===== src/sv/vna_pkg.sv =====
// Shared types, widths and constants of the vector normalize and analyze pipeline.
`default_nettype none
package vna_pkg;

    localparam int NCOMP   = 7;    // component slots on the ports
    localparam int COMP_W  = 16;   // Q3.12 component
    localparam int ABS_W   = 17;   // magnitude of one component
    localparam int SQ_W    = 31;   // one squared component
    localparam int SS_W    = 36;   // sum of squares, padded to an even width
    localparam int ROOT_W  = 18;   // root register, one bit per sqrt cell
    localparam int REM_W   = 20;   // sqrt partial remainder
    localparam int MAG_W   = 17;   // Q5.12 magnitude
    localparam int SUM_W   = 19;   // signed component sum
    localparam int S_W     = 18;   // positive component sum
    localparam int DREM_W  = 31;   // divider partial remainder
    localparam int QUO_W   = 15;   // quotient of one lane
    localparam int DIV_FRAC = 14;  // Q1.14 result
    localparam int X_W     = 68;   // coherence remainder
    localparam int Y_W     = 36;   // DIM * mag^2
    localparam int P_W     = 52;   // c * Y
    localparam int COH_W   = 16;
    localparam int COH_FRAC = 15;
    localparam int AXIS_W  = 3;
    localparam int NORM_W  = 16;
    localparam int SQRT_CELLS = ROOT_W;
    localparam int DIV_CELLS  = QUO_W;
    localparam int S_TDATA_W  = 112;
    localparam int M_TDATA_W  = 152;
    localparam logic [COH_W-1:0] COH_ONE = 16'd32768;

    typedef logic [NCOMP-1:0][DREM_W-1:0] drem_t;
    typedef logic [NCOMP-1:0][QUO_W-1:0]  quo_t;

    // Per-beat data that rides beside the arithmetic cells.
    typedef struct packed {
        logic [NCOMP-1:0][ABS_W-1:0] absv;
        logic [NCOMP-1:0]            neg;
        logic                        sum_pos;
        logic [S_W-1:0]              s;
        logic [AXIS_W-1:0]           axis;
        logic [MAG_W-1:0]            mag;
        logic                        zero;
        logic                        full;
    } side_t;

    // round(16384 / sqrt(dim))
    function automatic logic [NORM_W-1:0] uniform_value(input int dim);
        logic [NORM_W-1:0] u;
        u = 16'd0;
        case (dim)
            1:       u = 16'd16384;
            2:       u = 16'd11585;
            3:       u = 16'd9459;
            4:       u = 16'd8192;
            5:       u = 16'd7327;
            6:       u = 16'd6689;
            7:       u = 16'd6193;
            8:       u = 16'd5793;
            default: u = 16'd0;
        endcase
        return u;
    endfunction

endpackage
`default_nettype wire


===== src/sv/vna_div_cell.sv =====
// One quotient bit for every component lane of the normalizing divide.
`default_nettype none
module vna_div_cell #(
    parameter int K = 0
) (
    input  wire logic                        aclk,
    input  wire logic                        en,
    input  wire logic [vna_pkg::MAG_W-1:0]   mag_i,
    input  wire vna_pkg::drem_t              rem_i,
    input  wire vna_pkg::quo_t               q_i,
    output logic      [vna_pkg::MAG_W-1:0]   mag_o,
    output vna_pkg::drem_t                   rem_o,
    output vna_pkg::quo_t                    q_o
);
    logic [vna_pkg::MAG_W-1:0]  mag_reg;
    vna_pkg::drem_t             rem_reg, rem_next;
    vna_pkg::quo_t              q_reg, q_next;
    logic [vna_pkg::DREM_W-1:0] trial;

    always_comb begin
        trial = vna_pkg::DREM_W'(mag_i) << K;
        for (int i = 0; i < vna_pkg::NCOMP; i++) begin
            if (rem_i[i] >= trial) begin
                rem_next[i] = rem_i[i] - trial;
                q_next[i]   = q_i[i] | (vna_pkg::QUO_W'(1) << K);
            end else begin
                rem_next[i] = rem_i[i];
                q_next[i]   = q_i[i];
            end
        end
    end

    always_ff @(posedge aclk) begin
        if (en) begin
            mag_reg <= mag_i;
            rem_reg <= rem_next;
            q_reg   <= q_next;
        end
    end

    assign mag_o = mag_reg;
    assign rem_o = rem_reg;
    assign q_o   = q_reg;
endmodule
`default_nettype wire


===== config.mk =====
export PLATFORM = sky130hd
export DESIGN_NAME = vna_div_cell
export DESIGN_NICKNAME = d
export VERILOG_FILES = /design/src/sv/vna_pkg.sv /design/src/sv/vna_div_cell.sv
export SDC_FILE = /design/constraint.sdc
export NUM_CORES = 1
export LEC_CHECK = 0
export BUFFER_PORTS_ARGS = -buffer_cell sky130_fd_sc_hd__buf_4
export CAP_MARGIN = 30
export CORE_AREA = 4 4 260 262
export CTS_BUF_LIST = sky130_fd_sc_hd__clkbuf_8
export CTS_CLUSTER_SIZE = 8
export DETAILED_ROUTE_END_ITERATION = 8
export DIE_AREA = 0 0 264 266
export GPL_TIMING_DRIVEN = 0
export PLACE_DENSITY = 0.58
export SYNTH_ARGS = -nofsm -noshare
export SYNTH_HDL_FRONTEND = slang
export SYNTH_SLANG_ARGS = --single-unit

===== constraint.sdc =====
create_clock -name aclk -period 9.5 [get_ports aclk]
set_clock_uncertainty 0.1 [all_clocks]
set_input_delay 2.375 -clock aclk [delete_from_list [all_inputs] [get_ports aclk]]
set_output_delay 2.375 -clock aclk [all_outputs]
set_load 0.01 [all_outputs]

# Yosys cells after proc, flatten, opt, wreduce, memory -nomap -nowiden
# Index checks and enable logic that the tools add are counted.
# classes
n_addsub	7
mul	0
div	0
n_lt_le_gt_ge	7
eq_ne	0
shift	0
n_mux	7
bitwise	0
n_reduce_logical	0
# op_table
op	n
>= comparator 31 x 17 -> 1 bit	7
two-way mux 31 bit	7
subtractor 31 x 17 -> 31 bit	7
# totals
register_bits	339
latch_bits	0
ramBits	0
mem_bits_ro	0
input_bits	341
output_inout_bits	339
word_cells	43
n_memories	0

# Depth between registers and ports, before layout
# Gate-level depths: netlist of run 1.
# depth
word_depth	2
mapped_depth	12
mapped_depth_nobuf	11

# Worst setup path after synthesis of run 1
# No wires, ideal clock.
# synth_timing
path_type	input -> register
from	input mag_i[2] in the netlist's numbering
to	register rem_reg, in the netlist rem_o[26], data pin
setup_ns	0.258
t_arrival_ns	4.786
required_ns	9.142
setup_slack_ns	4.356
stages	10
path_buffers	0
path_cell_list	inv_1 ha_1 nor2b_1 o31a_1 o31ai_1 a21oi_1 a21boi_0 o2111ai_4 or3_1 xnor2_1
# synth_rtl
element	line	rtl
start: declaration	vna_div_cell.sv:8	input wire logic [vna_pkg::MAG_W-1:0] mag_i,
end signal: assignment	vna_div_cell.sv:36	rem_reg <= rem_next;
end: declaration	vna_div_cell.sv:16	vna_pkg::drem_t rem_reg, rem_next;

==> results of run 1 <==
layer usage:
layer / share of wire, % / track usage [%] / up-vias
met1: 39 / 23.6 / 8179
met3: 8.0 / 6.33 / 126
met2: 50 / 35.7 / 666
li1: - / - / 7946
met5: 0.097 / 0 / -
met4: 3.2 / 7.11 / 10
final cells by class:
class	instances	area [µm²]	area share, %
diodes	6	15.0	0.0560
well taps	864	1080	4.03
plain buffers	34	138	0.513
multi-input cells	1266	8790	32.8
clock inverters	48	287	1.07
flip-flops and latches	339	10200	37.9
repair buffers	683	5190	19.4
clock buffers	66	908	3.39
inverters	63	236	0.881
path summary, 6_finish.rpt:
| check | cells past startpoint | end | slack (ns) |
|---|---|---|---|
| max | 11 | rem_o[193]$_DFFE_PP_ | 3.64 |
| min | 1 | q_o[76]$_DFFE_PP_ | 1.80 |
cell families after synthesis:
kind of cell | share of synthesized area [%]
AO/OA/AOI/OAI | 13.0
XOR/XNOR | 8.29
adder cells (fa/ha/maj) | 8.42
buffers and inverters | 1.93
flip-flops | 52.6
multiplexers | 1.96
AND/OR/NAND/NOR | 13.8
stage by stage:
step	instance area, µm²	instances	total power, W
final	26800	3369	0.00440
after global routing	26800	3367	0.00464
after CTS	26800	3363	0.00447
after detailed placement	25600	3249	0.00305
after global placement	25500	3243	0.00304
after floorplan	19300	1702	0.00245
where the power goes:
group	total (W)	switching [W]	leakage (nW)	internal, W
clock network	0.00138	0.000695	0.674	0.000689
registers	0.00190	0.0000499	3.32	0.00185
logic	0.00112	0.000600	7.21	0.000516
worst max-delay path, cell delays in order:
cell and delay [ns]:
buf_4 0.11, inv_1 0.71, ha_1 0.39, and4_1 0.32, nand3_1 0.09, a211oi_1 0.24
a211oi_1 0.13, o31ai_2 0.48, clkbuf_1 0.58, clkbuf_1 0.47, a21oi_1 0.20
registers in the layout (all words and copies together), names as in the netlist:
signal and count:
mag_o 17, q_o 105, rem_o 217
Yosys cell counts, types with 3 or more instances:
cell type / instances / area, µm²
o211ai_1: 3 / 22.5
mux2_2: 31 / 349
inv_1: 63 / 236
a211o_1: 6 / 52.6
a21boi_0: 3 / 22.5
nor4b_1: 3 / 26.3
nand3_1: 30 / 150
xnor2_1: 87 / 762
nor4_2: 4 / 50.1
a211oi_1: 14 / 105
o31a_1: 7 / 61.3
nand4b_1: 6 / 52.6
xor2_1: 96 / 841
or2_2: 10 / 62.6
nand3b_1: 4 / 30.0
nor2_1: 142 / 533
mux2i_1: 3 / 30.0
o21bai_1: 13 / 97.6
and3_1: 12 / 75.1
edfxtp_1: 339 / 10200
a21oi_1: 132 / 661
a221oi_1: 5 / 43.8
ha_1: 119 / 1490
nor2b_1: 19 / 119
nor3_1: 42 / 210
and2_1: 5 / 31.3
nand4_1: 25 / 156
o2111ai_1: 5 / 43.8
a21o_1: 37 / 278
nor4_1: 28 / 175
o31ai_1: 10 / 75.1
or4_1: 15 / 113
or3_1: 21 / 131
nand2b_1: 23 / 144
o21a_1: 20 / 150
fa_1: 7 / 140
a31oi_1: 9 / 56.3
o21ai_0: 98 / 490
nand2_1: 119 / 447
and4_1: 8 / 70.1
clkbuf_1: 31 / 116
==> results.tsv, run 1 <==
metric	value	unit
Placement Rows	94	
Die Outline Area	70200	µm²
leading register cell type out of synthesis	edfxtp_1	
H-tree levels	3	
worst endpoint required time	9.75	ns
buffers from clock root to sink, at most	3	
number of sinks handled by clock tree synthesis	339	
post-synthesis instance area	19300	µm²
startpoint types	input port	
die width	264	µm
final number of max-transition violations	0	
count of input and output buffers	677	
Warnings, synthesis	0	
number of cells upsized or downsized after cts	0	
worst hold slack	1.80	ns
number of vias per cell after detailed routing	5.02	
timing startpoint of the critical path	mag_i[13]	
post-placement setup slack	2.97	ns
number of antenna violations at the first check in global routing	14	
TritonCTS clock tree	built	
Post-synth EDFFs	339	
highest fanout seen on the critical path	10	
hold wc startpoint	q_i[76]	
minimum setup slack in the final design	3.64	ns
average wire per standard cell	22.4	µm
final total negative setup slack	0	ns
RSZ-0062 raised after global routing	no	
final clock period utilization by the worst path	61.7	%
share of flip-flops with an asynchronous set or reset	0	%
leakage power	11.2	nW
arrival time reported for the critical path endpoint	6.12	ns
Inserted Clock Buffers	66	
vertical die dimension	266	µm
fraction of final layout cells with drive strength greater than 1	33.1	%
final count of hold timing violations	0	
Relative slew margins	32.1	%
HPWL Detailed	58400	µm
net count after synthesis	2169	
total wire length	75600	µm
fraction of the core area covered by cells at the end of the flow	41.0	%
number of max-cap violations	0	
# Post-CTS Setup Buffers	0	
most frequent standard cell in the layout excluding fill and tap cells	buf_4	
number of fillers in the final layout	6405	
part of the Yosys area used for sequential elements	52.6	%
register bit count reported by yosys	339	
total global routing track utilization	20.3	%
pin slew with the least headroom to its limit	1.02	ns
drt first pass iters	5	
CTS Root Buffer Type	clkbuf_8	
io pins	680	
Congestion Overflow GR	0	
DR DRC count	0	
signed area change from the synthesized netlist to the final layout	38.7	%
first-pass GRT wire length	109000	µm
commonest non-fill, non-tap cells in the layout	buf_4, edfxtp_1, nor2_1	
Initial Util	29.6	%
drt first-iter violations	983	
outcome	complete, no violations	
ratio of total power to cell area	164	nW/µm²
average instance area after synthesis	11.4	µm²
final net count	2920	
final setup violation count	0	
via count of the first global-routing pass	17100	
worst hold path class	input port to flip-flop	
count of hold-fix buffers inserted at cts	0	
Routed Antenna Nets	0	
DR vias	16900	
clock transition at the registers of the reported paths	0.06	ns
final critical delay including setup and external delays	5.86	ns
Crit. End Element	flip-flop	
Peak supply drop	0.102	mV
area inside the core boundary	65400	µm²
pin count of the biggest net entering global routing	126	
number of distinct library cells after synthesis	75	
WS Path Type	input port to flip-flop	
achievable clock frequency	0.171	GHz
number of cells produced by synthesis	1702	
global placer's final weighted congestion	0.901	
No activity file was read; power rests on OpenSTA's default activity.
==> inputs of run 2 (changes only) <==
--- a/config.mk
+++ b/config.mk
@@ -5,15 +5,16 @@
 export SDC_FILE = /design/constraint.sdc
 export NUM_CORES = 1
 export LEC_CHECK = 0
+export ABC_AREA = 1
 export BUFFER_PORTS_ARGS = -buffer_cell sky130_fd_sc_hd__buf_4
 export CAP_MARGIN = 30
-export CORE_AREA = 4 4 260 262
+export CORE_AREA = 4 4 263 265
 export CTS_BUF_LIST = sky130_fd_sc_hd__clkbuf_8
 export CTS_CLUSTER_SIZE = 8
 export DETAILED_ROUTE_END_ITERATION = 8
-export DIE_AREA = 0 0 264 266
+export DIE_AREA = 0 0 267 269
 export GPL_TIMING_DRIVEN = 0
-export PLACE_DENSITY = 0.58
+export PLACE_DENSITY = 0.68
 export SYNTH_ARGS = -nofsm -noshare
 export SYNTH_HDL_FRONTEND = slang
 export SYNTH_SLANG_ARGS = --single-unit
==> constraint.sdc (replaced) <==
create_clock -name aclk -period 4.9 [get_ports aclk]
set_clock_uncertainty 0.1 [all_clocks]
set_input_delay 1.225 -clock aclk [delete_from_list [all_inputs] [get_ports aclk]]
set_output_delay 1.225 -clock aclk [all_outputs]
set_load 0.01 [all_outputs]
==> run 2 against run 1 <==
  * Sequential share of layout area is 6.7 points lower
  * Worst setup slack worse by 2.4 ns
  * Power is 110% higher
  * Sequential power is 95% higher
  * Die area is 2.3% higher
  * Final cell count is 52% higher
  * First-iteration DRC count is 110% higher
  * Synthesized area is 29% higher
  * Via count is 47% higher
  * Final area is 22% higher
  * Largest cell class is now multi-input gates
==> results.tsv, run 2 <==
metric	value	unit
part of the Yosys area used for sequential elements	40.8	%
net count after synthesis	3918	
met2 usage in global routing	44.1	%
die width	267	µm
post-synthesis instance area	24900	µm²
worst endpoint required time	5.16	ns
simple-gate portion of the synthesized area	34.0	%
Die Outline Area	71800	µm²
area share of fa/ha/maj cells after synthesis	6.54	%
count of input and output buffers	679	
fraction of power consumed by the clock network	32.1	%
most frequent standard cell in the layout excluding fill and tap cells	nand2_1	
pin slew with the least headroom to its limit	1.03	ns
final count of hold timing violations	0	
signed area change from the synthesized netlist to the final layout	30.8	%
Critical Path, Cell by Cell	buf_4, inv_1, ha_1, nand2_1, inv_1, nand2_1, nor2_2, nand3_1, o21ai_1, inv_1, nand2_2, buf_4, o21ai_0	
fraction of final layout cells with drive strength greater than 1	22.4	%
Congestion Overflow GR	0	
number of distinct library cells after synthesis	40	
WS Path Type	input port to flip-flop	
average instance area after synthesis	7.22	µm²
Synth Area in Compound Gates	5.62	%
startpoint types	input port	
# Post-CTS Setup Buffers	0	
relative contribution of combinational cells to total power	28.0	%
leading register cell type out of synthesis	edfxtp_1	
arrival time reported for the critical path endpoint	3.93	ns
met3 Track Usage GR	5.45	%
worst path buffer plus inverter count	5	
number of cells produced by synthesis	3451	
leakage power	16.4	nW
H-tree levels	3	
final net count	4673	
Inserted Clock Buffers	68	
io pins	680	
internal portion of total power	0.00624	W
most frequent cell after synthesis	nand2_1	
total wire length	97800	µm
outcome	complete, no violations	
number of fillers in the final layout	6687	
switching fraction of total power	33.0	%
final total negative setup slack	0	ns
total global routing track utilization	25.9	%
count of hold-fix buffers inserted at cts	0	
number of sinks handled by clock tree synthesis	339	
post-synthesis mux area share	0	%
final clock period utilization by the worst path	74.9	%
Cell Count Post-Placement	5009	
final number of max-transition violations	0	
final std cell area, no fill	32600	µm²
achievable clock frequency	0.272	GHz
fraction of post-synthesis cell area in the top cell type by area	40.8	%
delay-heaviest family, CP	buffers and inverters	
final setup violation count	0	
register bit count reported by yosys	339	
HPWL Detailed	79500	µm
met1 Track Usage GR	32.7	%
Top cell by count, worst path	inv_1	
number of vias per cell after detailed routing	4.86	
layer with the highest usage	met2	
Routed Antenna Nets	0	
vertical die dimension	269	µm
ratio of total power to cell area	285	nW/µm²
combinational family with the most area after synthesis	simple AND/OR/NAND/NOR gates	
final critical delay including setup and external delays	3.67	ns
area post-placement	31200	µm²
TritonCTS clock tree	built	
area inside the core boundary	66800	µm²
post-placement setup slack	0.615	ns
first-pass GRT wire length	141000	µm
number of antenna violations at the first check in global routing	7	
Warnings, synthesis	0	
global placer's final weighted congestion	0.987	
Peak supply drop	0.273	mV
Crit. End Element	flip-flop	
drt first pass iters	7	
commonest non-fill, non-tap cells in the layout	nand2_1, buf_4, inv_1	
highest fanout seen on the critical path	10	
leading post-synthesis cells by cell area	edfxtp_1, nand2_1, inv_1, ha_1, nor2_1	
Initial Util	37.3	%
Relative slew margins	31.5	%
clock transition at the registers of the reported paths	0.06	ns
drt first-iter violations	2055	
via count of the first global-routing pass	23400	
average wire per standard cell	19.0	µm
DR DRC count	0	
minimum setup slack in the final design	1.23	ns
worst hold path class	input port to flip-flop	
pin count of the biggest net entering global routing	123	
share of total power in sequential cells	39.9	%
net switching power of the design	0.00307	W
biggest area consumer among synthesized cells	edfxtp_1	
buffers from clock root to sink, at most	3	
most common library cells after synthesis	nand2_1, inv_1, edfxtp_1	
number of flip-flops in the largest register	217	
RSZ-0062 raised after global routing	no	
Post-synth EDFFs	339	
cell type of the slowest stage on the worst timing path	inv_1	
share of flip-flops with an asynchronous set or reset	0	%
fraction of synthesized cell area in xor and xnor cells	3.27	%
peak per-stage delay on the critical path	0.73	ns
number of cells upsized or downsized after cts	0	
CTS Root Buffer Type	clkbuf_8	
DR vias	25000	
number of max-cap violations	0	
final non-filler cell total	5137	
Placement Rows	95	
run 2: layout make-up:
type / instances / area, µm² / area share (%)
Multi-Input combinational cell: 2507 / 12300 / 37.7
Sequential cell: 339 / 10200 / 31.2
Timing Repair Buffer: 685 / 5230 / 16.0
Inverter: 575 / 2160 / 6.63
Tap cell: 873 / 1090 / 3.35
Clock buffer: 69 / 950 / 2.91
Clock inverter: 54 / 402 / 1.23
Buffer: 30 / 272 / 0.833
Antenna cell: 5 / 12.5 / 0.0384
run 2: stage by stage:
step | power [W] | utilization, % | hold slack (ns)
final | 0.00931 | 48.8 | 0.660
after global routing | 0.00980 | 48.8 | 0.598
after CTS | 0.00940 | 48.8 | 0.582
after detailed placement | 0.00636 | 46.8 | 1.30
after global placement | 0.00635 | 46.6 | 1.30
after floorplan | 0.00503 | - | 1.22
run 2: path summary, 6_finish.rpt:
| check | startpoint | slack (ns) | cells after the start | end |
|---|---|---|---|---|
| hold / removal | q_i[18] | 0.66 | 1 | q_o[18]$_DFFE_PP_ |
| setup / recovery | mag_i[15] | 1.23 | 13 | rem_o[186]$_DFFE_PP_ |
run 2: power by group through the flow:
stage	Sequential, W	Clock, W	Combinational (W)
after detailed placement	0.00377	0	0.00259
after global routing	0.00374	0.00323	0.00284
after CTS	0.00372	0.00309	0.00260
final	0.00371	0.00299	0.00261
after global placement	0.00378	0	0.00257
after floorplan	0.00391	0	0.00112
run 2: metal layers:
layer	share of wire, %	up-vias
met3	8.3	154
li1	-	12400
met4	3.5	4
met5	0.027	-
met1	41	11400
met2	47	984
run 2: cell families (layout without fill, tap and decap cells):
logic type | after synthesis | count (layout)
flops | 339 | 339
buf+inv | 605 | 1413
xor+xnor | 93 | 93
other cells | 0 | 5
fa+ha+maj | 126 | 126
simple gates | 2070 | 2070
compound gates | 218 | 218
