[config.mk]
export PLATFORM = sky130hd
export DESIGN_NAME = vna_sqrt_cell
export DESIGN_NICKNAME = d
export VERILOG_FILES = /design/src/sv/vna_pkg.sv /design/src/sv/vna_sqrt_cell.sv
export SDC_FILE = /design/constraint.sdc
export NUM_CORES = 1
export LEC_CHECK = 0
export BUFFER_PORTS_ARGS = -buffer_cell sky130_fd_sc_hd__buf_2
export CORE_UTILIZATION = 33
export CTS_CLUSTER_SIZE = 10
export DETAILED_ROUTE_END_ITERATION = 10
export MAX_ROUTING_LAYER = met4
export PLACE_DENSITY = 0.68
export SLEW_MARGIN = 30
export SYNTH_ARGS = -nofsm -noshare
export SYNTH_HDL_FRONTEND = slang
export SYNTH_SLANG_ARGS = --single-unit
export TNS_END_PERCENT = 100
[constraint.sdc]
create_clock -name aclk -period 3.25 [get_ports aclk]
set_input_delay 0.325 -clock aclk [delete_from_list [all_inputs] [get_ports aclk]]
set_output_delay 0.325 -clock aclk [all_outputs]
set_load 0.01 [all_outputs]
[src/sv/vna_pkg.sv]
// Shared types, widths and constants of the vector normalize and analyze pipeline.
`default_nettype none
package vna_pkg;

    localparam int NCOMP   = 7;    // component slots on the ports
    localparam int COMP_W  = 16;   // Q3.12 component
    localparam int ABS_W   = 17;   // magnitude of one component
    localparam int SQ_W    = 31;   // one squared component
    localparam int SS_W    = 36;   // sum of squares, padded to an even width
    localparam int ROOT_W  = 18;   // root register, one bit per sqrt cell
    localparam int REM_W   = 20;   // sqrt partial remainder
    localparam int MAG_W   = 17;   // Q5.12 magnitude
    localparam int SUM_W   = 19;   // signed component sum
    localparam int S_W     = 18;   // positive component sum
    localparam int DREM_W  = 31;   // divider partial remainder
    localparam int QUO_W   = 15;   // quotient of one lane
    localparam int DIV_FRAC = 14;  // Q1.14 result
    localparam int X_W     = 68;   // coherence remainder
    localparam int Y_W     = 36;   // DIM * mag^2
    localparam int P_W     = 52;   // c * Y
    localparam int COH_W   = 16;
    localparam int COH_FRAC = 15;
    localparam int AXIS_W  = 3;
    localparam int NORM_W  = 16;
    localparam int SQRT_CELLS = ROOT_W;
    localparam int DIV_CELLS  = QUO_W;
    localparam int S_TDATA_W  = 112;
    localparam int M_TDATA_W  = 152;
    localparam logic [COH_W-1:0] COH_ONE = 16'd32768;

    typedef logic [NCOMP-1:0][DREM_W-1:0] drem_t;
    typedef logic [NCOMP-1:0][QUO_W-1:0]  quo_t;

    // Per-beat data that rides beside the arithmetic cells.
    typedef struct packed {
        logic [NCOMP-1:0][ABS_W-1:0] absv;
        logic [NCOMP-1:0]            neg;
        logic                        sum_pos;
        logic [S_W-1:0]              s;
        logic [AXIS_W-1:0]           axis;
        logic [MAG_W-1:0]            mag;
        logic                        zero;
        logic                        full;
    } side_t;

    // round(16384 / sqrt(dim))
    function automatic logic [NORM_W-1:0] uniform_value(input int dim);
        logic [NORM_W-1:0] u;
        u = 16'd0;
        case (dim)
            1:       u = 16'd16384;
            2:       u = 16'd11585;
            3:       u = 16'd9459;
            4:       u = 16'd8192;
            5:       u = 16'd7327;
            6:       u = 16'd6689;
            7:       u = 16'd6193;
            8:       u = 16'd5793;
            default: u = 16'd0;
        endcase
        return u;
    endfunction

endpackage
`default_nettype wire

[src/sv/vna_sqrt_cell.sv]
// One bit of the integer square root: two radicand bits in, one root bit out.
`default_nettype none
module vna_sqrt_cell #(
    parameter int K = 0
) (
    input  wire logic                          aclk,
    input  wire logic                          en,
    input  wire logic [vna_pkg::SS_W-1:0]      val_i,
    input  wire logic [vna_pkg::REM_W-1:0]     rem_i,
    input  wire logic [vna_pkg::ROOT_W-1:0]    root_i,
    output logic      [vna_pkg::SS_W-1:0]      val_o,
    output logic      [vna_pkg::REM_W-1:0]     rem_o,
    output logic      [vna_pkg::ROOT_W-1:0]    root_o
);
    logic [vna_pkg::SS_W-1:0]   val_reg;
    logic [vna_pkg::REM_W-1:0]  rem_reg, rem_next;
    logic [vna_pkg::ROOT_W-1:0] root_reg, root_next;
    logic [vna_pkg::REM_W+1:0]  tmp;
    logic [vna_pkg::REM_W-1:0]  trial;

    always_comb begin
        tmp   = {rem_i, val_i[2*K+1 -: 2]};
        trial = {root_i, 2'b01};
        if (tmp >= {2'b00, trial}) begin
            rem_next  = vna_pkg::REM_W'(tmp - {2'b00, trial});
            root_next = {root_i[vna_pkg::ROOT_W-2:0], 1'b1};
        end else begin
            rem_next  = tmp[vna_pkg::REM_W-1:0];
            root_next = {root_i[vna_pkg::ROOT_W-2:0], 1'b0};
        end
    end

    always_ff @(posedge aclk) begin
        if (en) begin
            val_reg  <= val_i;
            rem_reg  <= rem_next;
            root_reg <= root_next;
        end
    end

    assign val_o  = val_reg;
    assign rem_o  = rem_reg;
    assign root_o = root_reg;
endmodule
`default_nettype wire

After elaboration in Yosys (flattened, before gate mapping)
Index checks and enable logic that the tools add are counted.
Word-level totals
  bits in registers: 74
  output and inout bits: 74
  word-level logic and storage cells: 7
Cells by class
  add/subtract/negate cells: 1
  magnitude comparators: 1
  multiplexer cells: 2
Operators with widths (number)
  greater-or-equal comparator 22 x 20 -> 1 bit: 1
  2-to-1 mux 20 bit: 1
  subtractor 20 bit: 1
  2-to-1 mux 1 bit: 1

Depth between registers and ports, before layout
Gate-level depths: netlist of the first run.
  depth after elaboration: 2
  mapped depth: 10

Worst setup path before layout of the first run
No wires, ideal clock.
  kind: input port to flip-flop
  start: input port root_i[13] (netlist bit)
  end: register rem_reg (netlist bit rem_o[10]) (data pin)
  arrival: 2221 ps
  required time: 2990 ps
  setup slack: 769 ps
  stages: 9
  path buffers: 1
  cell sequence: inv_1 > ha_1 > a21o_1 > a221o_1 > a21oi_2 > o31ai_1 > o211ai_2 > buf_6 > mux2_4
On the way
  word-level cells in the longest chain between the ends: 2
RTL lines
  from (decl): RTL line vna_sqrt_cell.sv:10  | input wire logic [vna_pkg::ROOT_W-1:0] root_i,
  greater-or-equal comparator 22 x 20 -> 1 bit: RTL line vna_sqrt_cell.sv:24  | if (tmp >= {2'b00, trial}) begin
  2-to-1 mux 20 bit: RTL line vna_sqrt_cell.sv:24
  net rem_next, one bit: RTL line vna_sqrt_cell.sv:16  | logic [vna_pkg::REM_W-1:0] rem_reg, rem_next;
  to (signal assigned): RTL line vna_sqrt_cell.sv:36  | rem_reg <= rem_next;
  to (decl): RTL line vna_sqrt_cell.sv:16
The timed path passes the listed nets, and every way through them passes these cells.
A chain may end at the register's enable or synchronous reset.

Worst setup path in the final report of the first run
  start: input port rem_i[13] (netlist bit)
  end: register rem_reg (netlist bit rem_o[19]) (data pin)
On the way
  word-level cells in the longest chain between the ends: 2
  elaborated cells on any way between the ends: 3
  classes of those cells: add/sub: 1; order compare: 1; mux: 1
RTL lines
  from (decl): RTL line vna_sqrt_cell.sv:9  | input wire logic [vna_pkg::REM_W-1:0] rem_i,
  subtractor 20 bit / greater-or-equal comparator 22 x 20 -> 1 bit (equally long branches): RTL line vna_sqrt_cell.sv:25, vna_sqrt_cell.sv:24
  2-to-1 mux 20 bit (*): RTL line vna_sqrt_cell.sv:24
  net rem_next, one bit: RTL line vna_sqrt_cell.sv:16
Mark *: on every way through the listed nets, which the timed path passes. The rest lies on a longest branch.

==> results of run 1 <==
cells in the mapped netlist (all sizes together) (3+ instances only):
cell    instances
inv            27
o21a            4
nor4            4
xnor2           9
a21oi          17
ha             20
o21ai           9
o211ai          4
nand2          10
o31ai           4
nor3            6
buf             3
xor2            9
mux2           18
nand3           6
a211oi          5
nor2           12
edfxtp         74
per-layer routing:
layer / up-vias / global-route usage, % / part of all wire (%)
li1: 1317 / - / -
met1: 1282 / 17.6 / 44
met2: 112 / 25.3 / 48
met3: 13 / 3.15 / 6.8
met4: 0 / 6.56 / 1.7
met5: - / - / 0
state kept, by name, summed over array words and instances (netlist names):
name / count
val_o: 36
rem_o: 20
root_o: 18
stage by stage:
| step | cell area, sq um | hold WS [ns] |
|---|---|---|
| 3_3_place_gp | 4560 | 0.501 |
| 3_5_place_dp | 4560 | 0.504 |
| 5_1_grt | 4830 | 0.124 |
| 6_report | 4830 | 0.145 |
| 2_1_floorplan | 3660 | 0.424 |
| 4_1_cts | 4810 | 0.126 |
worst max-delay path, stage by stage:
cell and delay [ns]:
buf_2 0.11, ha_1 0.38, a21o_1 0.28, a221o_1 0.39, a21oi_2 0.17, o31ai_1 0.10, o211ai_2 0.16, buf_4 0.28
mux2_2 0.36
cells by family after synthesis:
logic type / count (synthesis) / share of synthesized area, %
DFF: 74 / 60.8
xor gates and xnor gates: 18 / 4.31
adders and majority gates: 20 / 6.84
AOI/OAI and AO/OA: 54 / 9.96
buffers and inverters: 31 / 3.80
and+or+nand+nor: 48 / 6.47
muxes: 20 / 7.84
path summary, 6_finish.rpt:
kind,from,end,cells after the start
max,rem_i[13],rem_o[19]$_DFFE_PP_,9
min,val_i[24],val_o[24]$_DFFE_PP_,1
where the power goes:
part,switching (W),internal (W)
combinational,0.000297,0.000273
sequential,0.0000230,0.00117
clock,0.000355,0.000513
total,0.000675,0.00196
area by class of cell:
| class | count | share of cell area [%] |
|---|---|---|
| Sequential cell | 74 | 46.0 |
| Multi-Input combinational cell | 160 | 26.8 |
| Timing Repair Buffer | 153 | 16.4 |
| Tap cell | 140 | 3.63 |
| Clock buffer | 10 | 2.64 |
| Clock inverter | 6 | 2.38 |
| Inverter | 27 | 2.10 |
==> impl_metrics.py, run 1 <==
metrics = {
    "timing": {
        "layout_min_cycle_time_ns": 2.45,
        "period_share_pct": 75.3,
        "timing.fmax_ghz": 0.408,
        "hold_viol": 0,
        "slew_violations": 0,
        "slew_headroom_pct": 57.9,
        "tns_ns": 0,
        "setup_violations": 0,
        "rsz0062_at_grt": "no",
        "setup_slack_ns": 0.802,
        "worst_pin_slew_ns": 0.626,
    },
    "place": {
        "io_buffers": 149,
        "place_ws_ns": 0.421,
        "post-place-cells": 553,
        "finalWeightedCongestion": 0.868,
        "hpwl_microns": 6370,
    },
    "clocking": {
        "numCtsBuffers": 9,
        "cts.sinks": 74,
        "cts_root_buf": "clkbuf_8",
        "post-cts-setup-buffers": 0,
        "cts_tree": "yes",
        "clkTransAtPathRegs_ns": 0.08,
        "h-tree-depth": 3,
        "cts_max_path_buffers": 2,
        "ctsHoldBuffers": 0,
        "cts_resized": 0,
    },
    "final_layout": {
        "final_cell_mix": "buf_2 (148), edfxtp_1 (74), inv_1 (27), ha_1 (20), mux2_4 (17)",
        "n_antenna_cell": 0,
        "fin_cells": 570,
        "drive_gt1_share_pct": 44.7,
        "synthToLayoutAreaGrowth_pct": 32.0,
        "regArea_sq_mm": 0.00222,
        "final_common_cell": "buf_2",
        "final_util_pct": 44.7,
        "num-fill-cells": 1036,
        "finalNetCount": 521,
        "multi_input_area_sq_mm": 0.00129,
    },
    "worst_setup_path": {
        "crit_path_max_fanout": 13,
        "startpoint_type": "primary input",
        "worstPathRequired_ns": 3.36,
        "criticalPathCategory": "in2reg",
        "critPathCaptureType": "flop",
        "arrival_ns": 2.55,
    },
    "job": {
        "maxCapViolations": 0,
    },
    "route": {
        "first_iter_violations": 101,
        "drt_pass1_iterations": 4,
        "wl_microns": 8400,
        "route.detailed.drc": 0,
        "drtAntennaViolNets": 0,
        "wl_per_cell_microns": 14.7,
        "vias": 2724,
        "avgViaCountPerCell": 4.78,
    },
    "power_and_ir_drop": {
        "total_power_w": 0.00263,
        "leakage_nw": 2.14,
        "ir_drop_mv": 0.181,
        "powerDensity_mw_per_mm2": 545,
    },
    "floorplanning": {
        "die_area_sq_mm": 0.0115,
        "io_pins": 150,
        "die_y_microns": 107,
        "rows": 38,
        "initial_utilization_pct": 33.9,
        "die_x_microns": 107,
        "coreArea_sq_mm": 0.0108,
    },
    "synth": {
        "yosys.cell_types.count": 41,
        "synth_warnings": 0,
        "synth_top_area_share_pct": 60.8,
        "seq_area_frac_synth_pct": 60.8,
        "synthTopCellsByArea": "edfxtp_1 (61%), mux2_4 (7.0%), ha_1 (6.8%)",
        "synth_edf_count": 74,
        "synth_nets": 361,
        "ys_seq_elements": 74,
        "syn_inst": 265,
        "synth_area_sq_mm": 0.00366,
        "synth_top_area_cell": "edfxtp_1",
        "synth-async-reset-ratio_pct": 0,
        "synth_area_per_cell_sq_um": 13.8,
        "synthFlopType": "edfxtp_1",
    },
    "global_routing": {
        "grt_start_max_net_pins": 75,
        "grt_antenna_before_repair": 0,
        "grt_pass1_wl_microns": 12700,
        "overflow": 0,
        "grt_pass1_vias": 2682,
        "grt_use_total_pct": 15.1,
    },
    "run_status": {
        "status": "complete, no violations",
    },
    "worst_hold_path": {
        "holdCritPathClass": "in2reg",
    },
}
(Power assumes the default switching activity.)
==> run 2, diff against run 1 <==
==> constraint.sdc (replaced) <==
create_clock -name aclk -period 2.3 [get_ports aclk]
set_input_delay 0.23 -clock aclk [delete_from_list [all_inputs] [get_ports aclk]]
set_output_delay 0.23 -clock aclk [all_outputs]
set_load 0.01 [all_outputs]
==> run 2 against run 1 <==
  * Critical path depth is 1 higher
  * Design area is 7.4% higher
  * Via count is 3.4% higher
  * Routed wire length is 0.62% higher
  * Worst setup slack worse by 0.65 ns
  * Sequential power is 42% higher
  * Sequential cell count stayed put
  * Count of clock-buffer cells in the layout is 1 lower
  * Highest routed layer unchanged
==> impl_metrics.py, run 2 (synthesis results as in run 1) <==
metrics = {
    "run_status": {
        "status": "complete, no violations",
    },
    "worst_setup_path": {
        "cp-startpoint": "root_i[7]",
        "cp.depth": 10,
        "critPathMaxStageDelay_ns": 0.34,
        "crit_family": "compound AO/OA/AOI/OAI gates",
        "cp_slowest_cell": "a211o_1",
        "crit_chain": "buf_2 > inv_1 > ha_2 > a21oi_2 > o21ai_1 > a211o_1 > a21o_1 > o211ai_2 > buf_4 > mux2_4",
        "arrival_ns": 2.25,
        "critPathCaptureType": "flop",
        "crit_end": "rem_o[9]$_DFFE_PP_",
        "worstPathRequired_ns": 2.40,
        "startpoint_type": "primary input",
        "crit_path_max_fanout": 7,
        "worst-path-buf-inv": 3,
        "criticalPathCategory": "in2reg",
    },
    "timing": {
        "hold_viol": 0,
        "period_share_pct": 93.3,
        "slew_violations": 0,
        "slew_headroom_pct": 67.8,
        "layout_min_cycle_time_ns": 2.15,
        "worst_pin_slew_ns": 0.482,
        "timing.fmax_ghz": 0.466,
        "setup_violations": 0,
        "rsz0062_at_grt": "no",
    },
    "clocking": {
        "ctsHoldBuffers": 0,
        "cts_root_buf": "clkbuf_8",
        "cts.sinks": 74,
        "post-cts-setup-buffers": 0,
        "cts_resized": 0,
        "numCtsBuffers": 9,
        "clkTransAtPathRegs_ns": 0.08,
        "h-tree-depth": 3,
        "cts_tree": "yes",
        "cts_max_path_buffers": 2,
    },
    "place": {
        "io_buffers": 149,
        "hpwl_microns": 6760,
        "dpl_cell_area_sq_mm": 0.00498,
        "finalWeightedCongestion": 0.815,
    },
    "global_routing": {
        "grt.busiest_layer": "met2",
        "grt_pass1_vias": 2868,
        "grt_use_total_pct": 15.5,
        "grt_pass1_wl_microns": 13200,
        "grt_antenna_before_repair": 0,
        "use_met2_pct": 25.7,
        "globalRouteMet1Util_pct": 18.4,
        "overflow": 0,
        "grt_start_max_net_pins": 37,
        "met3_usage_pct": 3.69,
    },
    "floorplanning": {
        "die_y_microns": 107,
        "io_pins": 150,
        "coreArea_sq_mm": 0.0108,
        "initial_utilization_pct": 33.9,
        "die_area_sq_mm": 0.0115,
        "rows": 38,
        "die_x_microns": 107,
    },
    "worst_hold_path": {
        "holdCritPathClass": "in2reg",
        "hold_start": "val_i[25]",
    },
    "power_and_ir_drop": {
        "leakage_nw": 2.34,
        "powerDensity_mw_per_mm2": 698,
        "ir_drop_mv": 0.305,
    },
    "route": {
        "vias": 2817,
        "route.detailed.drc": 0,
        "avgViaCountPerCell": 4.57,
        "first_iter_violations": 118,
        "wl_microns": 8450,
        "drtAntennaViolNets": 0,
        "wl_per_cell_microns": 13.7,
        "drt_pass1_iterations": 4,
    },
    "final_layout": {
        "drive_gt1_share_pct": 51.6,
        "final_util_pct": 48.0,
        "final_cell_mix": "buf_2 (148), edfxtp_1 (74), buf_4 (51), inv_1 (26), mux2_4 (17)",
        "finalNetCount": 568,
        "final_common_cell": "buf_2",
        "largest_reg_flops": 36,
        "synthToLayoutAreaGrowth_pct": 41.8,
        "n_antenna_cell": 0,
        "stdcell_area_sq_mm": 0.00518,
    },
    "job": {
        "maxCapViolations": 0,
    },
}
==> run 2: cell count changes in the layout (fill, tap and decap cells not counted), sizes merged <==
cell,change
buf,+47
bufinv,-2
clkbuf,-1
clkinv,+1
inv,+2
==> run 2: metrics by stage <==
stage | setup TNS, ns | hold WS [ns] | setup slack (ns) | cells | total power, W
floorplan | 0 | 0.329 | 0.00180 | 265 | 0.00223
global placement | -3.76 | 0.407 | -0.209 | 601 | 0.00262
detailed placement | -3.89 | 0.408 | -0.220 | 601 | 0.00263
CTS | 0 | 0.0299 | 0.167 | 617 | 0.00367
global route | 0 | 0.0272 | 0.0499 | 617 | 0.00380
finish | 0 | 0.0457 | 0.154 | 617 | 0.00362
==> run 2: cell type report <==
type                       count  area, sq um
clock inverter                 7         76.3
sequential                    74         2220
clock buffer                   9          124
tap                          140          175
timing repair buffer         200         1140
fill                        1027         5610
multi-input combinational    160         1340
inverter                      27          101
==> run 2: routing by layer <==
metal	vias to the layer above	wire length, microns
met1	1278	3750
li1	1415	-
met5	-	0
met3	16	573
met4	0	125
met2	108	4000
==> run 2: report_power, final <==
| group | total [W] | internal [W] | switching [W] |
|---|---|---|---|
| Combinational | 0.000902 | 0.000467 | 0.000435 |
| Clock | 0.00102 | 0.000508 | 0.000516 |
| Sequential | 0.00169 | 0.00166 | 0.0000329 |
| Total | 0.00362 | 0.00263 | 0.000984 |
==> run 2: worst min-delay path by stage <==
stage                      endpoint  slack (ns)  cells after the start
6_report        val_o[25]$_DFFE_PP_        0.05                      1
5_1_grt         val_o[24]$_DFFE_PP_        0.03                      1
4_1_cts         val_o[25]$_DFFE_PP_        0.03                      1
3_5_place_dp    val_o[32]$_DFFE_PP_        0.41                      1
3_3_place_gp     val_o[4]$_DFFE_PP_        0.41                      1
2_1_floorplan  root_o[10]$_DFFE_PP_        0.33                      0
==> run 3, diff against run 2 <==
--- a/config.mk
+++ b/config.mk
@@ -10,7 +10,7 @@
 export CTS_CLUSTER_SIZE = 10
 export DETAILED_ROUTE_END_ITERATION = 10
 export MAX_ROUTING_LAYER = met4
-export PLACE_DENSITY = 0.68
+export PLACE_DENSITY_LB_ADDON = 0.08
 export SLEW_MARGIN = 30
 export SYNTH_ARGS = -nofsm -noshare
 export SYNTH_HDL_FRONTEND = slang
==> constraint.sdc (replaced) <==
create_clock -name aclk -period 2.8 [get_ports aclk]
set_input_delay 0.28 -clock aclk [delete_from_list [all_inputs] [get_ports aclk]]
set_output_delay 0.28 -clock aclk [all_outputs]
set_load 0.01 [all_outputs]
==> run 3 against run 2 <==
  * Global-route usage fell by 0.68 points
  * Via count fell by 4.9%
  * First-iteration DRC count rose by 15%
  * Critical endpoint is now rem_o[19]$_DFFE_PP_
  * Combinational power fell by 26%
  * Clock power fell by 18%
  * Count of clock-buffer cells in the layout did not move
  * Total power fell by 20%
  * Worst hold slack improved by 0.054 ns
  * Die area did not move
  * Critical path depth did not move
  * Cell count fell by 6.8%
  * Utilization fell by 3.5 points
==> impl_metrics.py, run 3 (synthesis results as in run 1) <==
metrics = {
    "clocking": {
        "clkTransAtPathRegs_ns": 0.08,
        "cts_max_path_buffers": 2,
        "numCtsBuffers": 9,
        "cts.sinks": 74,
        "post-cts-setup-buffers": 0,
        "h-tree-depth": 3,
        "cts_root_buf": "clkbuf_8",
        "cts_resized": 0,
        "ctsHoldBuffers": 0,
        "cts_tree": "yes",
    },
    "power_and_ir_drop": {
        "p_sw_share_pct": 27.4,
        "intPower_w": 0.00209,
        "p_switching_w": 0.000791,
        "ir_drop_mv": 0.237,
        "combPwrFrac_pct": 23.1,
        "powerDensity_mw_per_mm2": 600,
        "leakage_nw": 2.14,
        "p_seq_share_pct": 48.1,
        "pwr-share-clk_pct": 28.8,
    },
    "floorplanning": {
        "rows": 38,
        "coreArea_sq_mm": 0.0108,
        "initial_utilization_pct": 33.9,
        "io_pins": 150,
        "die_y_microns": 107,
        "die_area_sq_mm": 0.0115,
        "die_x_microns": 107,
    },
    "worst_setup_path": {
        "startpoint_type": "primary input",
        "critPathMaxStageDelay_ns": 0.37,
        "worst-path-buf-inv": 3,
        "arrival_ns": 2.45,
        "criticalPathCategory": "in2reg",
        "crit_path_max_fanout": 8,
        "crit_family": "compound AO/OA/AOI/OAI gates",
        "cp_slowest_cell": "ha_1",
        "worstPathRequired_ns": 2.91,
        "cp.depth": 10,
        "critPathCaptureType": "flop",
        "crit_chain": "buf_2 > inv_1 > ha_1 > a21oi_2 > o21ai_1 > a211o_1 > a21o_1 > o211ai_2 > buf_4 > mux2_2",
    },
    "final_layout": {
        "final_common_cell": "buf_2",
        "n_antenna_cell": 0,
        "num-fill-cells": 1048,
        "largest_reg_flops": 36,
        "stdcell_area_sq_mm": 0.00481,
        "finalNetCount": 526,
        "drive_gt1_share_pct": 45.3,
        "final_cell_mix": "buf_2 (148), edfxtp_1 (74), inv_1 (27), ha_1 (20), mux2_4 (17)",
        "synthToLayoutAreaGrowth_pct": 31.5,
    },
    "timing": {
        "layout_min_cycle_time_ns": 2.34,
        "tns_ns": 0,
        "setup_violations": 0,
        "period_share_pct": 83.7,
        "hold_viol": 0,
        "whs_ns": 0.100,
        "rsz0062_at_grt": "no",
        "slew_headroom_pct": 54.1,
        "slew_violations": 0,
        "worst_pin_slew_ns": 0.688,
        "timing.fmax_ghz": 0.427,
    },
    "global_routing": {
        "overflow": 0,
        "grt_start_max_net_pins": 75,
        "grt_antenna_before_repair": 0,
        "grt_pass1_vias": 2535,
        "grt_pass1_wl_microns": 12500,
        "grt_use_total_pct": 14.9,
    },
    "route": {
        "first_iter_violations": 136,
        "drt_pass1_iterations": 4,
        "drtAntennaViolNets": 0,
        "vias": 2678,
        "avgViaCountPerCell": 4.66,
        "wl_microns": 8300,
        "wl_per_cell_microns": 14.4,
        "route.detailed.drc": 0,
    },
    "place": {
        "finalWeightedCongestion": 0.839,
        "hpwl_microns": 6260,
        "dpl_cell_area_sq_mm": 0.00461,
        "io_buffers": 149,
    },
    "worst_hold_path": {
        "holdPathStages": 1,
        "holdCritPathClass": "in2reg",
    },
    "run_status": {
        "status": "complete, no violations",
    },
    "job": {
        "maxCapViolations": 0,
    },
}
## run 3: layout make-up
| cell class | instances | area [sq um] | share of cell area, % |
|---|---|---|---|
| clock buffers | 9 | 124 | 2.58 |
| clock inverters | 7 | 68.8 | 1.43 |
| inverters | 27 | 101 | 2.11 |
| multi-input cells | 160 | 1290 | 26.9 |
| flip-flops and latches | 74 | 2220 | 46.2 |
| well taps | 140 | 175 | 3.64 |
| repair buffers | 158 | 820 | 17.1 |
## run 3: routing by layer
layer  global-route usage (%)  vias up  wire (microns)
met2                     23.0       99            3810
li1                         -     1326               -
met5                        -        -               0
met1                     18.4     1245            3800
met3                     4.12        8             590
met4                     5.97        0             104
## run 3: stage by stage
| step | cells | utilization, % | total power, W | setup WS (ns) |
|---|---|---|---|---|
| 2_1_floorplan | 265 | - | 0.00182 | 0.364 |
| 3_3_place_gp | 559 | 42.7 | 0.00208 | 0.151 |
| 3_5_place_dp | 559 | 42.7 | 0.00209 | 0.0738 |
| 4_1_cts | 575 | 44.5 | 0.00292 | 0.464 |
| 5_1_grt | 575 | 44.5 | 0.00303 | 0.357 |
| 6_report | 575 | 44.5 | 0.00288 | 0.456 |
## run 3: path summary, 6_finish.rpt
path / to / from / slack [ns]
setup / recovery: rem_o[19]$_DFFE_PP_ / root_i[7] / 0.46
hold / removal: val_o[14]$_DFFE_PP_ / val_i[14] / 0.1
## run 3: power by group through the flow
stage / clock (W) / combinational, W / sequential, W
final: 0.000832 / 0.000665 / 0.00139
after global routing: 0.000900 / 0.000730 / 0.00140
after CTS: 0.000858 / 0.000673 / 0.00139
after detailed placement: 0 / 0.000671 / 0.00142
after global placement: 0 / 0.000664 / 0.00141
after floorplan: 0 / 0.000339 / 0.00148
